[src/hdl/kca_pkg.sv]
// Keyframe colour animator: shared constants, command/status structs and
// keyframe decode functions. No dependencies.
`timescale 1ns / 1ps
`default_nettype none

package kca_pkg;

  localparam int KEY_REGS    = 6;
  localparam int MAX_KEYS    = 6;
  localparam int IDX_W       = 3;
  localparam int CNT_W       = 3;
  localparam int ELAP_W      = 8;
  localparam int TIME_W      = 17;
  localparam int DUR_W       = 16;
  localparam int LVL_W       = 8;
  localparam int RES_W       = 24;
  localparam int FRAC_W      = 16;
  localparam int QUO_W       = 17;
  localparam int WORD_W      = 48;
  localparam int CH_SHIFT    = 16;
  localparam int NUM_CH      = 4;
  localparam int DIV_STEPS   = QUO_W;
  localparam int DIV_CNT_W   = $clog2(DIV_STEPS);

  localparam logic [QUO_W-1:0] ONE_FIX = 17'h10000;

  localparam int CFG_ADDR_W   = 6;
  localparam int CFG_DATA_W   = 64;
  localparam int REG_IDX_W    = 3;
  localparam int REG_ADDR_LSB = 3;

  localparam logic [REG_IDX_W-1:0] REG_KEY_COUNT = 3'd0;
  localparam logic [REG_IDX_W-1:0] REG_KEY_WORD0 = 3'd1;

  localparam logic [1:0] CH_RED    = 2'd0;
  localparam logic [1:0] CH_GREEN  = 2'd1;
  localparam logic [1:0] CH_BLUE   = 2'd2;
  localparam logic [1:0] CH_BRIGHT = 2'd3;

  typedef logic [KEY_REGS-1:0][WORD_W-1:0] key_words_t;

  typedef struct packed {
    logic load;
    logic walk;
    logic div_step;
    logic mul;
    logic chan;
    logic push;
  } dp_cmd_t;

  typedef struct packed {
    logic walk_done;
    logic div_last;
    logic chan_last;
  } dp_sts_t;

  function automatic logic [DUR_W-1:0] key_dur(input logic [WORD_W-1:0] w);
    logic [DUR_W-1:0] d;
    d = w[47:32];
    return (d == '0) ? DUR_W'(1) : d;
  endfunction

  function automatic logic [LVL_W-1:0] key_level(input logic [WORD_W-1:0] w,
                                                 input logic [1:0] ch);
    logic [LVL_W-1:0] l;
    unique case (ch)
      CH_RED:    l = w[31:24];
      CH_GREEN:  l = w[23:16];
      CH_BLUE:   l = w[15:8];
      CH_BRIGHT: l = w[7:0];
      default:   l = '0;
    endcase
    return l;
  endfunction

  function automatic logic [CNT_W-1:0] keys_in_use(input logic [CNT_W-1:0] kc);
    logic [CNT_W-1:0] n;
    if (kc == '0) begin
      n = CNT_W'(1);
    end else if (kc > CNT_W'(MAX_KEYS)) begin
      n = CNT_W'(MAX_KEYS);
    end else begin
      n = kc;
    end
    return n;
  endfunction

  function automatic logic [IDX_W-1:0] next_key(input logic [IDX_W-1:0] idx,
                                                input logic [CNT_W-1:0] n);
    logic [IDX_W:0] inc;
    inc = {1'b0, idx} + (IDX_W+1)'(1);
    return (inc < {1'b0, n}) ? inc[IDX_W-1:0] : '0;
  endfunction

endpackage

`default_nettype wire

[src/hdl/kca_chan_if.sv]
// Valid/ready channel interfaces for tick items and colour results.
// Depends on kca_pkg.
`timescale 1ns / 1ps
`default_nettype none

interface kca_in_if import kca_pkg::*; ();
  logic              valid;
  logic              ready;
  logic [ELAP_W-1:0] elapsed_ticks;
  logic              restart;

  modport source (output valid, output elapsed_ticks, output restart, input ready);
  modport sink   (input valid, input elapsed_ticks, input restart, output ready);
endinterface

interface kca_out_if import kca_pkg::*; ();
  logic             valid;
  logic             ready;
  logic [RES_W-1:0] red_level;
  logic [RES_W-1:0] green_level;
  logic [RES_W-1:0] blue_level;
  logic [RES_W-1:0] bright_level;
  logic [IDX_W-1:0] current_key;

  modport source (output valid, output red_level, output green_level,
                  output blue_level, output bright_level, output current_key,
                  input ready);
  modport sink   (input valid, input red_level, input green_level,
                  input blue_level, input bright_level, input current_key,
                  output ready);
endinterface

`default_nettype wire

[src/hdl/kca_regs.sv]
// APB register file: key count and six packed keyframe words.
// Depends on kca_pkg.
`timescale 1ns / 1ps
`default_nettype none

module kca_regs import kca_pkg::*; (
  input  logic                  clk,
  input  logic                  rst_n,
  input  logic                  psel,
  input  logic                  penable,
  input  logic                  pwrite,
  input  logic [CFG_ADDR_W-1:0] paddr,
  input  logic [CFG_DATA_W-1:0] pwdata,
  output logic [CFG_DATA_W-1:0] prdata,
  output logic                  pready,
  output logic [CNT_W-1:0]      key_count,
  output key_words_t            key_words
);

  logic [CNT_W-1:0]     key_count_r;
  key_words_t           key_words_r;
  logic [REG_IDX_W-1:0] reg_idx;
  logic                 wr_en;

  assign reg_idx = paddr[CFG_ADDR_W-1:REG_ADDR_LSB];
  assign wr_en   = psel & penable & pwrite;
  assign pready  = 1'b1;

  always_ff @(posedge clk) begin
    if (!rst_n) begin
      key_count_r <= CNT_W'(1);
      key_words_r <= '0;
    end else if (wr_en) begin
      if (reg_idx == REG_KEY_COUNT) begin
        key_count_r <= pwdata[CNT_W-1:0];
      end
      for (int k = 0; k < KEY_REGS; k++) begin
        if (reg_idx == REG_IDX_W'(k) + REG_KEY_WORD0) begin
          key_words_r[k] <= pwdata[WORD_W-1:0];
        end
      end
    end
  end

  always_comb begin
    prdata = '0;
    if (reg_idx == REG_KEY_COUNT) begin
      prdata = CFG_DATA_W'(key_count_r);
    end
    for (int k = 0; k < KEY_REGS; k++) begin
      if (reg_idx == REG_IDX_W'(k) + REG_KEY_WORD0) begin
        prdata = CFG_DATA_W'(key_words_r[k]);
      end
    end
  end

  assign key_count = key_count_r;
  assign key_words = key_words_r;

endmodule

`default_nettype wire

[src/hdl/kca_ctrl.sv]
// Sequencing FSM: accept, key walk, reciprocal divide, fraction multiply,
// per-channel blend and result hand-off. Depends on kca_pkg.
`timescale 1ns / 1ps
`default_nettype none

module kca_ctrl import kca_pkg::*; (
  input  logic    clk,
  input  logic    rst_n,
  input  logic    in_valid,
  output logic    in_ready,
  output logic    out_valid,
  input  logic    out_ready,
  output dp_cmd_t cmd,
  input  dp_sts_t sts
);

  typedef enum logic [5:0] {
    S_IDLE = 6'b000001,
    S_WALK = 6'b000010,
    S_DIV  = 6'b000100,
    S_MUL  = 6'b001000,
    S_CHAN = 6'b010000,
    S_PUSH = 6'b100000
  } state_t;

  state_t state_r, state_nxt;
  logic   out_valid_r, out_valid_nxt;

  always_comb begin
    state_nxt     = state_r;
    cmd           = '0;
    in_ready      = 1'b0;
    out_valid_nxt = out_valid_r & ~out_ready;
    unique case (state_r)
      S_IDLE: begin
        in_ready = 1'b1;
        if (in_valid) begin
          cmd.load  = 1'b1;
          state_nxt = S_WALK;
        end
      end
      S_WALK: begin
        cmd.walk = 1'b1;
        if (sts.walk_done) begin
          state_nxt = S_DIV;
        end
      end
      S_DIV: begin
        cmd.div_step = 1'b1;
        if (sts.div_last) begin
          state_nxt = S_MUL;
        end
      end
      S_MUL: begin
        cmd.mul   = 1'b1;
        state_nxt = S_CHAN;
      end
      S_CHAN: begin
        cmd.chan = 1'b1;
        if (sts.chan_last) begin
          state_nxt = S_PUSH;
        end
      end
      S_PUSH: begin
        if (!out_valid_r || out_ready) begin
          cmd.push      = 1'b1;
          out_valid_nxt = 1'b1;
          state_nxt     = S_IDLE;
        end
      end
      default: begin
        state_nxt = S_IDLE;
      end
    endcase
  end

  always_ff @(posedge clk) begin
    if (!rst_n) begin
      state_r     <= S_IDLE;
      out_valid_r <= 1'b0;
    end else begin
      state_r     <= state_nxt;
      out_valid_r <= out_valid_nxt;
    end
  end

  assign out_valid = out_valid_r;

`ifndef SYNTHESIS
  a_accept_walk: assert property (@(posedge clk) disable iff (!rst_n)
    in_valid && in_ready |=> state_r == S_WALK)
    else $error("accepted tick did not start key walk");

  a_result_from_push: assert property (@(posedge clk) disable iff (!rst_n)
    $rose(out_valid_r) |-> $past(state_r == S_PUSH))
    else $error("result raised outside hand-off");

  a_push_waits: assert property (@(posedge clk) disable iff (!rst_n)
    state_r == S_PUSH && out_valid_r && !out_ready |=> state_r == S_PUSH && out_valid_r)
    else $error("hand-off overran a pending result");
`endif

endmodule

`default_nettype wire

[src/hdl/kca_dp.sv]
// Datapath: key index/time state, serial reciprocal divider, fraction
// multiplier, shared channel blend unit and output register. Depends on kca_pkg.
`timescale 1ns / 1ps
`default_nettype none

module kca_dp import kca_pkg::*; (
  input  logic              clk,
  input  logic              rst_n,
  input  dp_cmd_t           cmd,
  output dp_sts_t           sts,
  input  logic [ELAP_W-1:0] elapsed_ticks,
  input  logic              restart,
  input  logic [CNT_W-1:0]  key_count,
  input  key_words_t        key_words,
  output logic [RES_W-1:0]  red_level,
  output logic [RES_W-1:0]  green_level,
  output logic [RES_W-1:0]  blue_level,
  output logic [RES_W-1:0]  bright_level,
  output logic [IDX_W-1:0]  current_key
);

  localparam int PROD_W = LVL_W + FRAC_W + 2;
  localparam int ACC_W  = PROD_W + 1;

  logic [IDX_W-1:0]     key_idx_r;
  logic [TIME_W-1:0]    time_r;
  logic [DUR_W-1:0]     div_rem_r;
  logic [QUO_W-1:0]     div_num_r;
  logic [QUO_W-1:0]     quo_r;
  logic [DIV_CNT_W-1:0] div_cnt_r;
  logic [FRAC_W-1:0]    frac_r;
  logic [1:0]           ch_r;
  logic [RES_W-1:0]     lvl_r [NUM_CH];
  logic [RES_W-1:0]     red_r, green_r, blue_r, bright_r;
  logic [IDX_W-1:0]     cur_key_r;

  logic [CNT_W-1:0]         n_keys;
  logic [WORD_W-1:0]        cur_word, nxt_word;
  logic [DUR_W-1:0]         dur;
  logic [IDX_W-1:0]         nxt_idx;
  logic [IDX_W-1:0]         base_idx, load_idx;
  logic [TIME_W-1:0]        base_time, load_time;
  logic                     walk_hit;
  logic [QUO_W-1:0]         div_trial, div_diff;
  logic                     div_ge;
  logic [QUO_W-1:0]         frac_prod;
  logic [LVL_W-1:0]         lvl_cur, lvl_nxt;
  logic signed [LVL_W:0]    delta;
  logic signed [PROD_W-1:0] blend_prod;
  logic signed [ACC_W-1:0]  blend_acc;
  logic [RES_W-1:0]         blend_val;

  assign n_keys   = keys_in_use(key_count);
  assign cur_word = key_words[key_idx_r];
  assign dur      = key_dur(cur_word);
  assign nxt_idx  = next_key(key_idx_r, n_keys);
  assign nxt_word = key_words[nxt_idx];

  // restart, then wrap a stale index, then add the elapsed time
  assign base_idx  = restart ? '0 : key_idx_r;
  assign load_idx  = ({1'b0, base_idx} >= {1'b0, n_keys}) ? '0 : base_idx;
  assign base_time = restart ? '0 : time_r;
  assign load_time = TIME_W'({1'b0, base_time} + (TIME_W+1)'(elapsed_ticks));

  assign walk_hit = time_r >= TIME_W'(dur);

  assign div_trial = {div_rem_r, div_num_r[QUO_W-1]};
  assign div_ge    = div_trial >= QUO_W'(dur);
  assign div_diff  = div_trial - QUO_W'(dur);

  // time stays below the duration, so the fraction is under 0x10000
  assign frac_prod = time_r * quo_r;

  assign lvl_cur    = key_level(cur_word, ch_r);
  assign lvl_nxt    = key_level(nxt_word, ch_r);
  assign delta      = $signed({1'b0, lvl_nxt}) - $signed({1'b0, lvl_cur});
  assign blend_prod = PROD_W'(delta) * PROD_W'($signed({1'b0, frac_r}));
  assign blend_acc  = ACC_W'(blend_prod)
                    + $signed(ACC_W'({lvl_cur, {CH_SHIFT{1'b0}}}));
  assign blend_val  = blend_acc[ACC_W-1] ? '0 : blend_acc[RES_W-1:0];

  assign sts.walk_done = ~walk_hit;
  assign sts.div_last  = div_cnt_r == DIV_CNT_W'(DIV_STEPS - 1);
  assign sts.chan_last = ch_r == CH_BRIGHT;

  always_ff @(posedge clk) begin
    if (!rst_n) begin
      key_idx_r <= '0;
      time_r    <= '0;
    end else if (cmd.load) begin
      key_idx_r <= load_idx;
      time_r    <= load_time;
    end else if (cmd.walk && walk_hit) begin
      key_idx_r <= nxt_idx;
      time_r    <= time_r - TIME_W'(dur);
    end
  end

  always_ff @(posedge clk) begin
    if (!rst_n) begin
      div_cnt_r <= '0;
      ch_r      <= CH_RED;
    end else begin
      if (cmd.walk && !walk_hit) begin
        div_cnt_r <= '0;
      end else if (cmd.div_step) begin
        div_cnt_r <= div_cnt_r + DIV_CNT_W'(1);
      end
      if (cmd.mul) begin
        ch_r <= CH_RED;
      end else if (cmd.chan) begin
        ch_r <= ch_r + 2'd1;
      end
    end
  end

  // restoring divide of 0x10000 by the current duration, one bit a cycle
  always_ff @(posedge clk) begin
    if (cmd.walk && !walk_hit) begin
      div_rem_r <= '0;
      div_num_r <= ONE_FIX;
      quo_r     <= '0;
    end else if (cmd.div_step) begin
      div_rem_r <= div_ge ? div_diff[DUR_W-1:0] : div_trial[DUR_W-1:0];
      div_num_r <= {div_num_r[QUO_W-2:0], 1'b0};
      quo_r     <= {quo_r[QUO_W-2:0], div_ge};
    end
  end

  always_ff @(posedge clk) begin
    if (cmd.mul) begin
      frac_r <= frac_prod[FRAC_W-1:0];
    end
    if (cmd.chan) begin
      lvl_r[ch_r] <= blend_val;
    end
    if (cmd.push) begin
      red_r     <= lvl_r[CH_RED];
      green_r   <= lvl_r[CH_GREEN];
      blue_r    <= lvl_r[CH_BLUE];
      bright_r  <= lvl_r[CH_BRIGHT];
      cur_key_r <= key_idx_r;
    end
  end

  assign red_level    = red_r;
  assign green_level  = green_r;
  assign blue_level   = blue_r;
  assign bright_level = bright_r;
  assign current_key  = cur_key_r;

endmodule

`default_nettype wire

[src/hdl/keyframe_colour_animator.sv]
// Keyframe colour animator top level: APB registers, controller and datapath.
// Per tick: a key walk (one key step a cycle), a serial reciprocal divider,
// 1 multiply and 4 blends, then a hand-off that waits while a result is still pending.
// One tick is worked at a time; a finished result waits in the output register.
// Synchronous active-low reset: key count 1, keyframes 0, key index and time 0.
// Depends on kca_pkg, kca_chan_if, kca_regs, kca_ctrl, kca_dp.
`timescale 1ns / 1ps
`default_nettype none

module keyframe_colour_animator import kca_pkg::*; (
  input  logic                  clk,
  input  logic                  rst_n,
  kca_in_if.sink                in_ch,
  kca_out_if.source             out_ch,
  input  logic                  psel,
  input  logic                  penable,
  input  logic                  pwrite,
  input  logic [CFG_ADDR_W-1:0] paddr,
  input  logic [CFG_DATA_W-1:0] pwdata,
  output logic [CFG_DATA_W-1:0] prdata,
  output logic                  pready
);

  logic [CNT_W-1:0] key_count;
  key_words_t       key_words;
  dp_cmd_t          cmd;
  dp_sts_t          sts;

  kca_regs u_regs (
    .clk       (clk),
    .rst_n     (rst_n),
    .psel      (psel),
    .penable   (penable),
    .pwrite    (pwrite),
    .paddr     (paddr),
    .pwdata    (pwdata),
    .prdata    (prdata),
    .pready    (pready),
    .key_count (key_count),
    .key_words (key_words)
  );

  kca_ctrl u_ctrl (
    .clk       (clk),
    .rst_n     (rst_n),
    .in_valid  (in_ch.valid),
    .in_ready  (in_ch.ready),
    .out_valid (out_ch.valid),
    .out_ready (out_ch.ready),
    .cmd       (cmd),
    .sts       (sts)
  );

  kca_dp u_dp (
    .clk           (clk),
    .rst_n         (rst_n),
    .cmd           (cmd),
    .sts           (sts),
    .elapsed_ticks (in_ch.elapsed_ticks),
    .restart       (in_ch.restart),
    .key_count     (key_count),
    .key_words     (key_words),
    .red_level     (out_ch.red_level),
    .green_level   (out_ch.green_level),
    .blue_level    (out_ch.blue_level),
    .bright_level  (out_ch.bright_level),
    .current_key   (out_ch.current_key)
  );

endmodule

`default_nettype wire

[src/flat_wrapper.sv]
// flat-port wrapper written by rule: the top's interface ports become plain ports
module keyframe_colour_animator_flat import kca_pkg::*;
  (clk, rst_n, psel, penable, pwrite, paddr, pwdata, prdata, pready, in_ch_valid, in_ch_elapsed_ticks, in_ch_restart, in_ch_ready, out_ch_valid, out_ch_red_level, out_ch_green_level, out_ch_blue_level, out_ch_bright_level, out_ch_current_key, out_ch_ready);
  kca_in_if in_ch_i ();
  kca_out_if out_ch_i ();
  input  logic clk;
  input  logic rst_n;
  input  logic psel;
  input  logic penable;
  input  logic pwrite;
  input  logic [CFG_ADDR_W-1:0] paddr;
  input  logic [CFG_DATA_W-1:0] pwdata;
  output logic [CFG_DATA_W-1:0] prdata;
  output logic pready;
  input wire logic [$bits(in_ch_i.valid)-1:0] in_ch_valid;
  input wire logic [$bits(in_ch_i.elapsed_ticks)-1:0] in_ch_elapsed_ticks;
  input wire logic [$bits(in_ch_i.restart)-1:0] in_ch_restart;
  output wire logic [$bits(in_ch_i.ready)-1:0] in_ch_ready;
  output wire logic [$bits(out_ch_i.valid)-1:0] out_ch_valid;
  output wire logic [$bits(out_ch_i.red_level)-1:0] out_ch_red_level;
  output wire logic [$bits(out_ch_i.green_level)-1:0] out_ch_green_level;
  output wire logic [$bits(out_ch_i.blue_level)-1:0] out_ch_blue_level;
  output wire logic [$bits(out_ch_i.bright_level)-1:0] out_ch_bright_level;
  output wire logic [$bits(out_ch_i.current_key)-1:0] out_ch_current_key;
  input wire logic [$bits(out_ch_i.ready)-1:0] out_ch_ready;
  assign in_ch_i.valid = in_ch_valid;
  assign in_ch_i.elapsed_ticks = in_ch_elapsed_ticks;
  assign in_ch_i.restart = in_ch_restart;
  assign in_ch_ready = in_ch_i.ready;
  assign out_ch_valid = out_ch_i.valid;
  assign out_ch_red_level = out_ch_i.red_level;
  assign out_ch_green_level = out_ch_i.green_level;
  assign out_ch_blue_level = out_ch_i.blue_level;
  assign out_ch_bright_level = out_ch_i.bright_level;
  assign out_ch_current_key = out_ch_i.current_key;
  assign out_ch_i.ready = out_ch_ready;
  keyframe_colour_animator u_core (.clk(clk), .rst_n(rst_n), .in_ch(in_ch_i), .out_ch(out_ch_i), .psel(psel), .penable(penable), .pwrite(pwrite), .paddr(paddr), .pwdata(pwdata), .prdata(prdata), .pready(pready));
endmodule
[config.mk]
export PLATFORM = sky130hd
export DESIGN_NAME = keyframe_colour_animator_flat
export DESIGN_NICKNAME = d
export VERILOG_FILES = /design/src/hdl/kca_pkg.sv /design/src/hdl/kca_chan_if.sv /design/src/hdl/kca_regs.sv /design/src/hdl/kca_ctrl.sv /design/src/hdl/kca_dp.sv /design/src/hdl/keyframe_colour_animator.sv /design/src/flat_wrapper.sv
export SDC_FILE = /design/constraint.sdc
export NUM_CORES = 2
export LEC_CHECK = 0
export ABC_AREA = 0
export BUFFER_PORTS_ARGS = -buffer_cell sky130_fd_sc_hd__buf_4
export CAP_MARGIN = 25
export CELL_PAD_IN_SITES_DETAIL_PLACEMENT = 2
export CELL_PAD_IN_SITES_GLOBAL_PLACEMENT = 2
export CORE_ASPECT_RATIO = 1.5
export CORE_UTILIZATION = 40
export CTS_BUF_LIST = sky130_fd_sc_hd__clkbuf_8 sky130_fd_sc_hd__clkbuf_16
export DETAILED_ROUTE_END_ITERATION = 8
export HOLD_SLACK_MARGIN = 0.15
export MAX_ROUTING_LAYER = met4
export PLACE_DENSITY = 0.92
export SLEW_MARGIN = 20
export SYNTH_ARGS = -nofsm -noshare
export SYNTH_HDL_FRONTEND = slang
export SYNTH_HIERARCHICAL = 1
export SYNTH_SLANG_ARGS = --single-unit
[constraint.sdc]
create_clock -name clk -period 11.9 [get_ports clk]
set_clock_uncertainty 0.05 [all_clocks]
set_input_delay 1.785 -clock clk [delete_from_list [all_inputs] [get_ports clk]]
set_output_delay 1.785 -clock clk [all_outputs]
set_load 0.02 [all_outputs]
== Yosys cells after proc, flatten, opt, wreduce, memory -nomap -nowiden ==
Memories as Yosys holds them, arrays and structs flattened. A register that Yosys moved wholly into a read port is not among the register bits.
Index checks and enable logic that the tools add are counted.

* Memory bits (writable): 96
* Memories: 1
* Register bits after elaboration: 378
* Output and inout bits: 166
* Input bits: 86
* Word-level logic and storage cells: 127
* Bits in read-only memories: 0
* Bits in latches: 0

* Add/subtract/negate cells: 8
* Equal/unequal tests: 21
* Muxes and demuxes: 45
* Shift-type cells: 0
* Magnitude comparators: 7
* Multiply operators: 2
* Bitwise gates (word level): 5
* Reduce and logical (&&, ||, !) cells: 20
* Divide/modulo/power cells: 0

{| class="wikitable"
|+ Memories
! name !! depth !! width !! read ports !! clocked after memory_dff !! write ports !! RTL line !! text
|-
| u_core.u_dp.lvl_r || 4 || 24 || 4 || 4 || 1 || kca_dp.sv:33 || <nowiki>logic [RES_W-1:0] lvl_r [NUM_CH];</nowiki>
|}

{| class="wikitable"
|+ Operator list
! operator !! count
|-
| 2-to-1 mux 64 bit || 6
|-
| binary-select mux 48 bit (select 3 bit) || 2
|-
| case mux 8 bit (4 select lines) || 2
|-
| 2-to-1 mux 17 bit || 3
|-
| 2-to-1 mux 48 bit || 1
|-
| case mux 6 bit (6 select lines) || 1
|-
| greater-or-equal comparator 17 x 16 -> 1 bit || 2
|-
| 2-to-1 mux 16 bit || 2
|-
| 2-to-1 mux 32 bit || 1
|-
| 2-to-1 mux 6 bit || 5
|-
| adder 26 x 25 -> 27 bit || 1
|-
| multiplier 9 x 17 -> 26 bit || 1
|-
| 2-to-1 mux 24 bit || 1
|-
| 2-to-1 mux 3 bit || 8
|-
| adder 17 x 8 -> 17 bit || 1
|-
| multiplier 17 x 17 -> 16 bit || 1
|-
| subtractor 17 x 16 -> 17 bit || 1
|-
| zero test 16 bit || 1
|-
| subtractor 16 bit || 1
|-
| AND reduction 2 bit || 7
|-
| 2-to-1 mux 1 bit || 13
|-
| equality test 3 bit (second input constant) || 3
|-
| subtractor 8 x 8 -> 9 bit || 1
|-
| less-than comparator 3 x 4 -> 1 bit (second input constant) || 2
|-
| other kinds (29) || 41
|}

== Logic depth before layout (Yosys ltp) ==
* Depth in word-level cells: 12
* Gate-level depth with buffers: 42
* Mapped depth without buffers: 38

== Cells and area by module ==
The synthesis kept the hierarchy.

{| class="wikitable"
|+ By module, submodules not included
! module !! seq. area each (um2) !! area an instance (um2) !! cells each !! instances
|-
| kca_dp || 7537.2 || 24412.2 || 2465 || 1
|-
| kca_regs || 5825.6 || 12933.7 || 1313 || 1
|-
| kca_ctrl || 140.1 || 434.2 || 51 || 1
|}

== Worst setup path after synthesis ==
OpenSTA, ideal clock, no wires.

* Path type: reg-to-reg
* Start point: register u_core.u_dp.key_idx_r[0]
* End point: memory u_core.u_dp.lvl_r[0][11], data pin
* Data arrival time: 9422 ps
* Cell stages (with the launch flop): 39
* Setup slack: 2166 ps
* Period minus slack after synthesis: 9734 ps
* Buffers on the path: 2
* Library setup time: 262 ps
* Required time: 11588 ps
* Path through: dfxtp_1 -> ha_1 -> ha_1 -> o21a_1 -> nor3_1 -> clkbuf_1 -> o221ai_1 -> nand2_1 -> a21oi_1 -> mux2i_1 -> a221oi_1 -> a21oi_1 -> ha_1 -> nor2b_1 -> o21ai_0 -> nand2b_1 -> a21o_1 -> a21o_1 -> [3 not listed] -> fa_1 -> fa_1 -> inv_1 -> fa_1 -> fa_1 -> inv_1 -> fa_1 -> inv_1 -> ha_1 -> nor4_1 -> o21a_1 -> o31ai_2 -> a211o_1 -> or4_4 -> a21oi_2 -> xnor2_2 -> buf_6 -> nor2_1

* Cells in the longest elaborated chain, start to end: 10
* Elaborated cells between the ends (all ways): 13
* Classes of those cells: add/sub (3); mul (1); order compare (1); mux (8)

{| class="wikitable"
|+ Ends and longest elaborated chain
! what !! RTL line !! text
|-
| start, declared || kca_dp.sv:25 || <nowiki>logic [IDX_W-1:0] key_idx_r;</nowiki>
|-
| start signal, assigned || kca_dp.sv:91 || <nowiki>key_idx_r <= load_idx;</nowiki>
|-
| start signal, assigned || kca_dp.sv:94 || <nowiki>key_idx_r <= nxt_idx;</nowiki>
|-
| adder 3 x 1 -> 4 bit || kca_pkg.sv:91 || <nowiki>inc = {1'b0, idx} + (IDX_W+1)'(1);</nowiki>
|-
| less-than comparator 4 x 3 -> 1 bit || kca_pkg.sv:92 || <nowiki>return (inc < {1'b0, n}) ? inc[IDX_W-1:0] : '0;</nowiki>
|-
| 2-to-1 mux 3 bit || kca_pkg.sv:92 ||
|-
| binary-select mux 48 bit (select 3 bit) || kca_dp.sv:57 || <nowiki>assign nxt_word = key_words[nxt_idx];</nowiki>
|-
| 2-to-1 mux 32 bit (implied by the code) || kca_dp.sv:57 ||
|-
| case mux 8 bit (4 select lines) || kca_pkg.sv:66 || <nowiki>unique case (ch)</nowiki>
|-
| subtractor 8 x 8 -> 9 bit || kca_dp.sv:76 || <nowiki>assign delta = $signed({1'b0, lvl_nxt}) - $signed({1'b0, lvl_cur});</nowiki>
|-
| multiplier 9 x 17 -> 26 bit || kca_dp.sv:77 || <nowiki>assign blend_prod = PROD_W'(delta) * PROD_W'($signed({1'b0, frac_r}));</nowiki>
|-
| adder 26 x 25 -> 27 bit * || kca_dp.sv:79 || <nowiki>+ $signed(ACC_W'({lvl_cur, {CH_SHIFT{1'b0}}}));</nowiki>
|-
| 2-to-1 mux 24 bit * || kca_dp.sv:80 || <nowiki>assign blend_val = blend_acc[ACC_W-1] ? '0 : blend_acc[RES_W-1:0];</nowiki>
|-
| named net u_core.u_dp.blend_val[11] || kca_dp.sv:51 || <nowiki>logic [RES_W-1:0] blend_val;</nowiki>
|-
| end, declared || kca_dp.sv:33 ||
|}

Mark *: on every way through the listed nets, which the timed path passes. The rest lies on a longest branch. The select of a mux whose other input is x is not followed.

== Worst setup path after layout ==
Same ends and word-level chain as after synthesis.

==> results.cfg <==
[placement]
place_hpwl_um = 101000
io_buffers = 215
dp_cells = 5110
place_congestion = 0.849
pre_cts_slack_ps = 356

[global_route]
gr-total-overflow = 0
grt_max_degree = 112
grt_pass1_vias = 36599
grt_first_pass_wirelength_um = 234000
grt_usage = 0.332
antenna_found_initial = 2

[worst_hold_path]
hp-start = u_core/u_dp/lvl_r[3][1]
holdPathStages = 0
holdCritPathClass = reg2reg

[detailed_routing]
wl_per_cell_um = 29.9
route.met3.wl_um = 8010
ant_nets = 0
wl_met2_um = 82800
top_layer = met4
firstDrtPassIters = 8
routed_wl_um = 156000
drc = 0
vias_per_cell = 6.11
vias = 31969
wl_met1_um = 55400
dr.first_iter.drc_count = 2234

[clock_tree]
cts_tree = built
cts_buffer_depth = 3
postCtsSetupBuffers = 0
cts_buffers = 60
htreeDepth = 2
clk_pin_slew_ps = 70
clock-root-buffer = clkbuf_16
cts.sinks = 569
clk_latency_ps = 690

[sta]
timing.fmax_mhz = 85.9
maxSlewViolCount = 0
setup_violations = 0
setup_tns_ps = 0
worstMarginPinSlew_ps = 1040
min_period_ps = 11640
finalHoldViolCount = 0
maxSlewHeadroom = 0.299
rsz0062_at_grt = false
fin_ws_ps = 264
post-route-period-util = 0.978

[synthesis]
async_flop_share = 0
synth_xor_area_frac = 0.0229
yosysMostFrequentCell = nand2_1
avgSynthCellArea_um2 = 9.87
synthFlopType = dfxtp_1
synth_compound_area_frac = 0.107
synthCells = 3829
synth_top_family_by_area = adder cells
yosys.area_share.adder = 0.159
synth_cell_type_count = 79
ys_ff_latch = 569
synth-simple-area-share = 0.135
netlist.area_leader.share = 0.190
synth_edf_count = 211
synth_area_leader_cell = dfxtp_1
synth.area.mux_share = 0.157
yosysSeqAreaShare = 0.357
syn-cell-area_mm2 = 0.0378
synth-warning-count = 6
synthTopCellsByCount = nand2_1 (665), mux2i_1 (429), dfxtp_1 (358), inv_1 (281), edfxtp_1 (211)
synthTopCellsByArea = dfxtp_1 (19%), edfxtp_1 (17%), mux2i_1 (11%), fa_1 (10%), nand2_1 (6.6%)

[run_status]
status = finished, final reports clean

[setup_path]
cp-start-kind = register
crit_type = reg2reg
max_stage_delay_ps = 570
cp_top_family = adder cells
critical_path_buf_inv_count = 5
ff2ff_path_depth = 38
slowest_stage = fa_1
crit_arrival_ps = 11970
required_ps = 12240
timing.rr.start = u_core/u_dp/key_idx_r[0]
critical_path_peak_fanout = 43
cp.depth = 38
cp-startpoint = u_core/u_dp/key_idx_r[0]
critical_path.most_common_cell = ha_1
critPathCaptureType = register

[floorplanning]
die_x_um = 253
die_y_um = 378
ios = 252
start_util = 0.405
core-area_mm2 = 0.0932
die-area_mm2 = 0.0957
num_rows = 137

[final_layout]
stdcell_count = 5228
final_util = 0.458
area_growth_pct = 13.1
drive_gt1_frac = 0.136
nets = 4377
nFillCells = 9795

[pwr]
ir_worst_vdd_v = 0.000141
power_density_mw_per_mm2 = 149
p_leak_uw = 0.0175

[run]
max_cap_viol_count = 0
## kinds of logic (layout without fill, tap and decap cells)
logic type               Yosys count  in the layout
XOR/XNOR                          98             98
adder cells (fa/ha/maj)          367            367
flip-flops                       569            569
multiplexers                     535            535
buffers and inverters            549            680
other                              2             19
AO/OA/AOI/OAI                    567            567
AND/OR/NAND/NOR                 1142           1142
## flip-flops by register name, indices dropped and copies added, names as in the netlist
name / count
u_core/u_dp/frac_r: 16
u_core/u_ctrl/out_valid: 1
u_core/u_dp/lvl_r: 96
u_core/u_dp/key_idx_r: 3
u_core/u_dp/bright_level: 24
u_core/u_ctrl/state_r: 6
u_core/u_dp/div_rem_r: 16
u_core/u_dp/red_level: 24
u_core/u_dp/ch_r: 2
u_core/u_dp/quo_r: 16
u_core/u_dp/current_key: 3
u_core/u_dp/green_level: 24
u_core/u_dp/div_num_r: 1
u_core/u_dp/blue_level: 24
u_core/u_dp/div_cnt_r: 5
u_core/u_regs/key_count: 3
u_core/u_dp/time_r: 17
u_core/u_regs/key_words: 288
## power by group
part	switching (uW)	total [uW]	internal, uW
clock network	909	2100	1190
logic	1300	2030	728
registers	135	2240	2110
total	2340	6370	4030
## per-stage QoR
step	instance area [um2]	total power, uW	hold WS [ps]
final	42700	6370	359
after global routing	42700	6570	372
after CTS	42600	6350	367
after detailed placement	40500	4130	360
after global placement	40400	3940	351
after floorplan	37800	3520	350
## placed cells by master (no fill, tap or decap), types with 62 or more instances in the layout
cell type  instances
buf_4            273
edfxtp_1         211
fa_1             191
nor2_1           145
a21oi_1          167
mux2_2            65
xnor2_1           62
nand2_1          665
dfxtp_1          356
and2_1           116
clkbuf_16         62
mux2i_1          429
ha_1             176
inv_1            287
## routing by layer
metal / track usage / up-vias
met4: 0.200 / 0
li1: - / 13447
met5: - / -
met3: 0.0439 / 629
met2: 0.600 / 1425
met1: 0.341 / 16468
## timing repair
| action | in CTS | in global routing |
|---|---|---|
| setup endpoints to repair | 0 | 92 |
| resized for setup | 0 | 6 |
| hold buffers | 0 | 0 |
## final timing paths
check / endpoint / slack (ps)
worst max-delay path: u_core/u_dp/lvl_r[0][11] / 260
worst min-delay path: u_core/u_dp/bright_level[1] / 360
worst max register to register: u_core/u_dp/lvl_r[0][11] / 260
worst min register to register: u_core/u_dp/bright_level[1] / 360
## worst register-to-register path: cells and delay by family (launching register included)
| kind | cells | cell delay, ps |
|---|---|---|
| AOI/OAI and AO/OA | 13 | 3200 |
| xor gates and xnor gates | 1 | 280 |
| adders and majority gates | 9 | 3860 |
| buffers and inverters | 5 | 1040 |
| DFF | 1 | 370 |
| muxes | 2 | 530 |
| and+or+nand+nor | 8 | 1990 |
## final cells by class
| cell class | count | area (um2) | share of cell area |
|---|---|---|---|
| sequential | 569 | 13500 | 0.316 |
| inverter | 283 | 1060 | 0.0249 |
| clock buffer | 69 | 1650 | 0.0386 |
| clock inverter | 44 | 503 | 0.0118 |
| timing repair buffer | 284 | 2280 | 0.0533 |
| multi-input combinational | 2726 | 22100 | 0.518 |
| antenna | 2 | 5.00 | 0.000117 |
| tap | 1251 | 1570 | 0.0366 |
Note: power is estimated with default switching activity, not from simulation.
